===== config.mk =====
export PLATFORM = sky130hd
export DESIGN_NAME = afm_cordic_cell
export DESIGN_NICKNAME = d
export VERILOG_FILES = /design/src/afm_pkg.sv /design/src/afm_cordic_cell.sv
export SDC_FILE = /design/constraint.sdc
export NUM_CORES = 1
export LEC_CHECK = 0
export BUFFER_PORTS_ARGS = -buffer_cell sky130_fd_sc_hd__buf_2
export CAP_MARGIN = 20
export CORE_MARGIN = 1.5
export CORE_UTILIZATION = 35
export CTS_BUF_LIST = sky130_fd_sc_hd__clkbuf_8
export CTS_CLUSTER_DIAMETER = 30
export CTS_CLUSTER_SIZE = 12
export DETAILED_ROUTE_END_ITERATION = 16
export PLACE_DENSITY_LB_ADDON = 0.05
export SLEW_MARGIN = 25
export SYNTH_ARGS = -nofsm -noshare
export SYNTH_HDL_FRONTEND = slang
export SYNTH_SLANG_ARGS = --single-unit

===== constraint.sdc =====
create_clock -name clk -period 5.5 [get_ports clk]
set_input_delay 1.1 -clock clk [delete_from_list [all_inputs] [get_ports clk]]
set_output_delay 1.1 -clock clk [all_outputs]
set_load 0.02 [all_outputs]

===== src/afm_pkg.sv =====
// Shared types, constants and the arctangent table for the transform matrix builder.
// Used by every module of the block; depends on nothing else.
package afm_pkg;

  localparam int MATRIX_DIM   = 4;
  localparam int CORDIC_STEPS = 16;
  localparam int ATAN_LEN     = 24;
  localparam int ANG_W        = 34;
  localparam int CNT_W        = $clog2(MATRIX_DIM * MATRIX_DIM);

  localparam logic signed [31:0] ONE_Q16  = 32'sd65536;
  localparam logic signed [33:0] DEG360   = 34'sd23592960;
  localparam logic signed [33:0] DEG180   = 34'sd11796480;
  localparam logic signed [33:0] DEG90    = 34'sd5898240;
  localparam logic signed [33:0] GAIN_Q30 = 34'sd652032874;
  localparam logic [16:0] REC360  = 17'd93207;
  localparam logic [23:0] PI_FRAC = 24'd11262626;
  localparam logic [8:0]  PI_INT  = 9'd285;
  localparam logic [28:0] REC45   = 29'd381774871;

  typedef enum logic [1:0] {
    FUNC_TRANSLATE = 2'd0,
    FUNC_ROTATE    = 2'd1,
    FUNC_SCALE     = 2'd2,
    FUNC_UNKNOWN   = 2'd3
  } func_t;

  localparam logic STATUS_OK  = 1'b0;
  localparam logic STATUS_ERR = 1'b1;

  typedef logic signed [17:0] trig_t;

  typedef struct packed {
    logic                    neg;
    logic signed [ANG_W-1:0] cx;
    logic signed [ANG_W-1:0] cy;
    logic signed [ANG_W-1:0] z;
  } cordic_t;

  function automatic logic signed [ANG_W-1:0] atan_q30(input int i);
    logic signed [ANG_W-1:0] v;
    case (i)
      0:  v = 34'sd843314857;
      1:  v = 34'sd497837829;
      2:  v = 34'sd263043837;
      3:  v = 34'sd133525159;
      4:  v = 34'sd67021687;
      5:  v = 34'sd33543516;
      6:  v = 34'sd16775851;
      7:  v = 34'sd8388437;
      8:  v = 34'sd4194283;
      9:  v = 34'sd2097149;
      10: v = 34'sd1048575;
      11: v = 34'sd524288;
      12: v = 34'sd262144;
      13: v = 34'sd131072;
      14: v = 34'sd65536;
      15: v = 34'sd32768;
      16: v = 34'sd16384;
      17: v = 34'sd8192;
      18: v = 34'sd4096;
      19: v = 34'sd2048;
      20: v = 34'sd1024;
      21: v = 34'sd512;
      22: v = 34'sd256;
      23: v = 34'sd128;
      default: v = '0;
    endcase
    return v;
  endfunction

endpackage


===== src/afm_cordic_cell.sv =====
// One CORDIC rotation step for the three angle lanes, registered.
// Cells are chained, one per step; depends on afm_pkg.
module afm_cordic_cell #(
  parameter int STEP = 0
) (
  input  logic                      clk,
  input  logic                      en,
  input  afm_pkg::cordic_t [2:0]    din,
  output afm_pkg::cordic_t [2:0]    dout
);
  import afm_pkg::*;

  localparam logic signed [ANG_W-1:0] ATAN = atan_q30(STEP);

  cordic_t [2:0] nxt;

  always_comb begin
    for (int l = 0; l < 3; l++) begin
      nxt[l].neg = din[l].neg;
      if (!din[l].z[ANG_W-1]) begin
        nxt[l].cx = din[l].cx - (din[l].cy >>> STEP);
        nxt[l].cy = din[l].cy + (din[l].cx >>> STEP);
        nxt[l].z  = din[l].z - ATAN;
      end else begin
        nxt[l].cx = din[l].cx + (din[l].cy >>> STEP);
        nxt[l].cy = din[l].cy - (din[l].cx >>> STEP);
        nxt[l].z  = din[l].z + ATAN;
      end
    end
  end

  always_ff @(posedge clk) begin
    if (en) begin
      dout <= nxt;
    end
  end

endmodule


=== Word level (Yosys, flattened, before mapping) ===
Cells that the tools add are included.

* Mux-type cells: 3
* Add/subtract/negate cells: 15

{| class="wikitable"
|+ Operator list
! cell !! number
|-
| $mux W102 || 3
|-
| $sub A34 B34 Y34 || 6
|-
| $add A34 B31 Y34 const B || 3
|-
| $add A34 B34 Y34 || 3
|-
| $sub A34 B31 Y34 const B || 3
|}

* Flip-flop bits (word level): 309
* Output and inout port bits: 309
* Word-level logic and storage cells: 30

=== Longest topological paths before layout ===
* Depth after elaboration: 2
* Depth in mapped cells: 14
* Mapped depth without buffers: 13

=== Least setup slack after synthesis ===
No wires, ideal clock.

* Path kind: input to register
* From: input port din[33] (netlist bit)
* To: register dout[32] (netlist bit), data pin
* Setup time: 0.258 ns
* Arrival time: 4.321 ns
* Setup slack: 0.922 ns
* Stages on the path: 14
* Required time: 5.242 ns
* Cell sequence: clkbuf_1 > inv_2 > clkbuf_1 > ha_1 > nor2b_1 > o211ai_1 > a31oi_1 > or3_1 > a21oi_1 > nor3_1 > o21a_1 > a311o_1 > a21oi_1 > xnor2_1

{| class="wikitable"
|+ RTL lines
! element !! line !! text
|-
| start: declaration || afm_cordic_cell.sv:8 || <nowiki>input afm_pkg::cordic_t [2:0] din,</nowiki>
|-
| end signal: assignment || afm_cordic_cell.sv:34 || <nowiki>dout <= nxt;</nowiki>
|-
| end: declaration || afm_cordic_cell.sv:9 || <nowiki>output afm_pkg::cordic_t [2:0] dout</nowiki>
|}

==> flow_summary.yaml <==
global_route:
  met2_usage_pct: 40.1
  grt_pass1_vias: 28474
  antenna_found_initial: 38
  grt_usage_pct: 25.2
  gr-usage-met1_pct: 32.2
  grt_max_degree: 93
  grt_use_met3_pct: 7.83
  top_usage_layer: "met2"
  grt_pass1_wl_mm: 174
  grt-ovfl-total: 0
layout:
  reg_top3: "dout (306)"
  top_register: "dout"
  largest_reg_flops: 306
  finish.net_count: 4891
  finalCoreUtilization_pct: 42.6
  area_growth_pct: 20.3
  layout-drive-gt1-share_pct: 19.8
  stdcell_area_um2: 37100
timing:
  period_needed_ns: 4.17
  fmax_mhz: 240
  tightest_slew_ns: 0.811
  tns_ns: 0
  fin_ws_ns: 1.33
  slew-limit-headroom_pct: 44.6
  finalSetupViolCount: 0
  rsz0062_at_grt: "false"
  period_share_pct: 75.8
  report.final.slew_viol_count: 0
  hold_viol: 0
placed_design:
  place_congestion: 0.926
  pre_cts_slack_ns: 0.715
  hpwl_mm: 94.3
  post_dp_cell_area_um2: 35000
  numPortBuffers: 619
hold_path:
  whs_path_depth: 1
  min_path_type: "in -> reg"
floorplanning:
  num_rows: 108
  die_h_um: 300
  core_area_um2: 87000
  initial_core_util_pct: 35.4
  pin_count: 620
  fp.dieW_um: 300
  die-area_um2: 89900
clocking:
  htreeDepth: 3
  path_clk_slew_ns: 0.05
  cts_resized: 0
  cts_sinks: 306
  numCtsBuffers: 99
  ctsLongestPathBuffers: 3
  cts_setup_buffers: 0
  root_buffer: "clkbuf_8"
  postCtsHoldBufs: 0
  cts_tree: "done"
logic_synthesis:
  yosysWarnings: 0
  synth-adder-area-share_pct: 16.7
  ys_seq_area_share_pct: 29.8
  syn_nets: 4288
  asyncSetResetFlopFracSynth_pct: 0
  synth-simple-area-share_pct: 12.4
  synth_compound_area_share_pct: 25.1
  synth-edff-count: 306
  ys_seq_elements: 306
  syn_area_per_cell_um2: 8.64
  synth_cell_types: 94
  synth_ff_type: "edfxtp_1"
  synth_top_family_by_area: "compound AO/OA/AOI/OAI gates"
  syn-cell-area_um2: 30800
  synthMuxAreaShare_pct: 1.69
  synth-xor-area-share_pct: 7.98
  synthCells: 3572
critical_path:
  crit_buf_inv: 2
  endpoint: "dout[98]"
  max_stage_delay_ns: 0.77
  cp-start-kind: "input pin"
  crit_path_frequent_cell: "a211oi_1"
  worstPathCellList: "buf_2, inv_1, ha_1, or3_4, a211oi_1, o21ai_1, a2111oi_0, o32a_1, a211oi_1, o21bai_1, a22oi_1, xnor2_1"
  crit_required_ns: 5.96
  critPathCaptureType: "flip-flop"
  crit_fanout: 10
  cp_top_family: "compound AO/OA/AOI/OAI gates"
  cp_num_cells: 12
  critPathKind: "in -> reg"
  cp.arrival_ns: 4.63
  critPathLaunch: "din[42]"
  crit_path_top_delay_cell: "a2111oi_0"
power_and_ir_drop:
  seq_power_share_pct: 29.9
  powerDensity_nw_per_um2: 293
  p_int_uw: 6720
  p_sw_uw: 4130
  peakVddDrop_mv: 0.215
  sw_frac_of_total_pct: 38.1
  combPwrFrac_pct: 36.4
  p_leak_uw: 0.0169
  pwr-share-clk_pct: 33.7
routing:
  dr.pass1.iters: 7
  post_drt_via_cell_ratio: 5.36
  routedWlPerCell_um: 21.7
  ant_nets: 0
  drc: 0
  initialDrtViolationCount: 2111
  vias: 29088
  drt_wl_total_mm: 118
status:
  outcome: "finished clean"
job:
  max_cap_viol_count: 0
==> metal layers <==
metal | routed length (um) | vias to the layer above
li1 | - | 14146
met1 | 50300 | 13691
met2 | 53200 | 1013
met3 | 10600 | 200
met4 | 3580 | 38
met5 | 253 | -
==> cells by family (layout without fill, tap and decap cells) <==
| kind of cell | count (synthesis) | after routing |
|---|---|---|
| AO/OA/AOI/OAI | 1238 | 1238 |
| XOR/XNOR | 281 | 281 |
| adder cells (fa/ha/maj) | 405 | 405 |
| buffers and inverters | 489 | 1174 |
| flip-flops | 306 | 306 |
| multiplexers | 52 | 52 |
| other | 0 | 15 |
| AND/OR/NAND/NOR | 801 | 801 |
==> worst min path at each step <==
stage / startpoint / slack, ns / to
global route: din[308] / 0.51 / dout[308]
CTS: din[205] / 0.47 / dout[205]
detailed placement: din[308] / 1.28 / dout[308]
floorplan: din[102] / 1.20 / dout[102]
global placement: din[205] / 1.28 / dout[205]
finish: din[205] / 0.55 / dout[205]
==> per-stage QoR <==
step | std cells | hold slack (ns) | total power [uW]
floorplan | 3572 | 1.20 | 5800
global placement | 5229 | 1.28 | 7240
detailed placement | 5229 | 1.28 | 7210
CTS | 5412 | 0.472 | 11000
global route | 5421 | 0.510 | 11500
finish | 5427 | 0.554 | 10900
==> power by group through the flow <==
stage | registers (uW) | logic, uW | clock network, uW
after floorplan | 3760 | 2030 | 0
after global routing | 3280 | 4280 | 3900
after detailed placement | 3280 | 3920 | 0
final | 3240 | 3950 | 3660
after global placement | 3290 | 3950 | 0
after CTS | 3250 | 3940 | 3790
==> cell usage after synthesis, types with 8 or more instances <==
library cell | number | share of area (%)
a21oi_1 | 467 | 7.6
ha_1 | 393 | 16
inv_1 | 322 | 3.9
edfxtp_1 | 306 | 30
nor2_1 | 277 | 3.4
xnor2_1 | 227 | 6.4
nand2_1 | 164 | 2.0
o21ai_0 | 163 | 2.6
a21o_1 | 114 | 2.8
clkbuf_1 | 98 | 1.2
o21bai_1 | 89 | 2.2
o21ai_1 | 77 | 1.2
nor3_1 | 59 | 0.96
nand3_1 | 56 | 0.91
xor2_1 | 54 | 1.5
mux2i_1 | 51 | 1.7
nand2b_1 | 47 | 0.95
nand4_1 | 41 | 0.83
a211oi_1 | 40 | 0.97
nor2b_1 | 34 | 0.69
o211ai_1 | 32 | 0.78
o21a_1 | 31 | 0.75
a31oi_1 | 29 | 0.59
o31ai_1 | 28 | 0.68
buf_1 | 25 | 0.30
nor4_1 | 24 | 0.49
or3_1 | 22 | 0.45
inv_2 | 19 | 0.23
and2_1 | 18 | 0.37
and3_1 | 18 | 0.37
a221oi_1 | 13 | 0.37
fa_1 | 12 | 0.78
o31a_1 | 11 | 0.31
o22ai_1 | 10 | 0.20
or2_2 | 10 | 0.20
a221o_1 | 9 | 0.29
o41ai_1 | 9 | 0.26
a2111oi_0 | 8 | 0.23
a211o_1 | 8 | 0.23
a22oi_1 | 8 | 0.19
clkbuf_8 | 8 | 0.36
==> layout by cell type (no fill, tap or decap), drive strengths merged, types with 41 or more instances in the layout <==
| cell type | netlist | layout |
|---|---|---|
| nand3 | 56 | 56 |
| nand2b | 47 | 47 |
| nor3 | 59 | 59 |
| a21oi | 467 | 467 |
| o21bai | 89 | 89 |
| buf | 37 | 646 |
| xnor2 | 227 | 227 |
| a211oi | 42 | 42 |
| nand4 | 41 | 41 |
| o21ai | 240 | 240 |
| xor2 | 54 | 54 |
| a21o | 117 | 117 |
| clkinv | 4 | 45 |
| nand2 | 164 | 164 |
| ha | 393 | 393 |
| inv | 341 | 367 |
| mux2i | 51 | 51 |
| nor2 | 277 | 277 |
| clkbuf | 107 | 101 |
| edfxtp | 306 | 306 |
==> final cells by class <==
type / instances / area, um^2
timing repair buffer: 646 / 3340
clock buffer: 101 / 1390
tap: 1155 / 1450
multi-input combinational: 2777 / 19700
antenna: 15 / 37.5
inverter: 345 / 1290
sequential: 306 / 9190
clock inverter: 82 / 702
fill: 9022 / 49900
No activity file was read; power rests on OpenSTA's default activity.
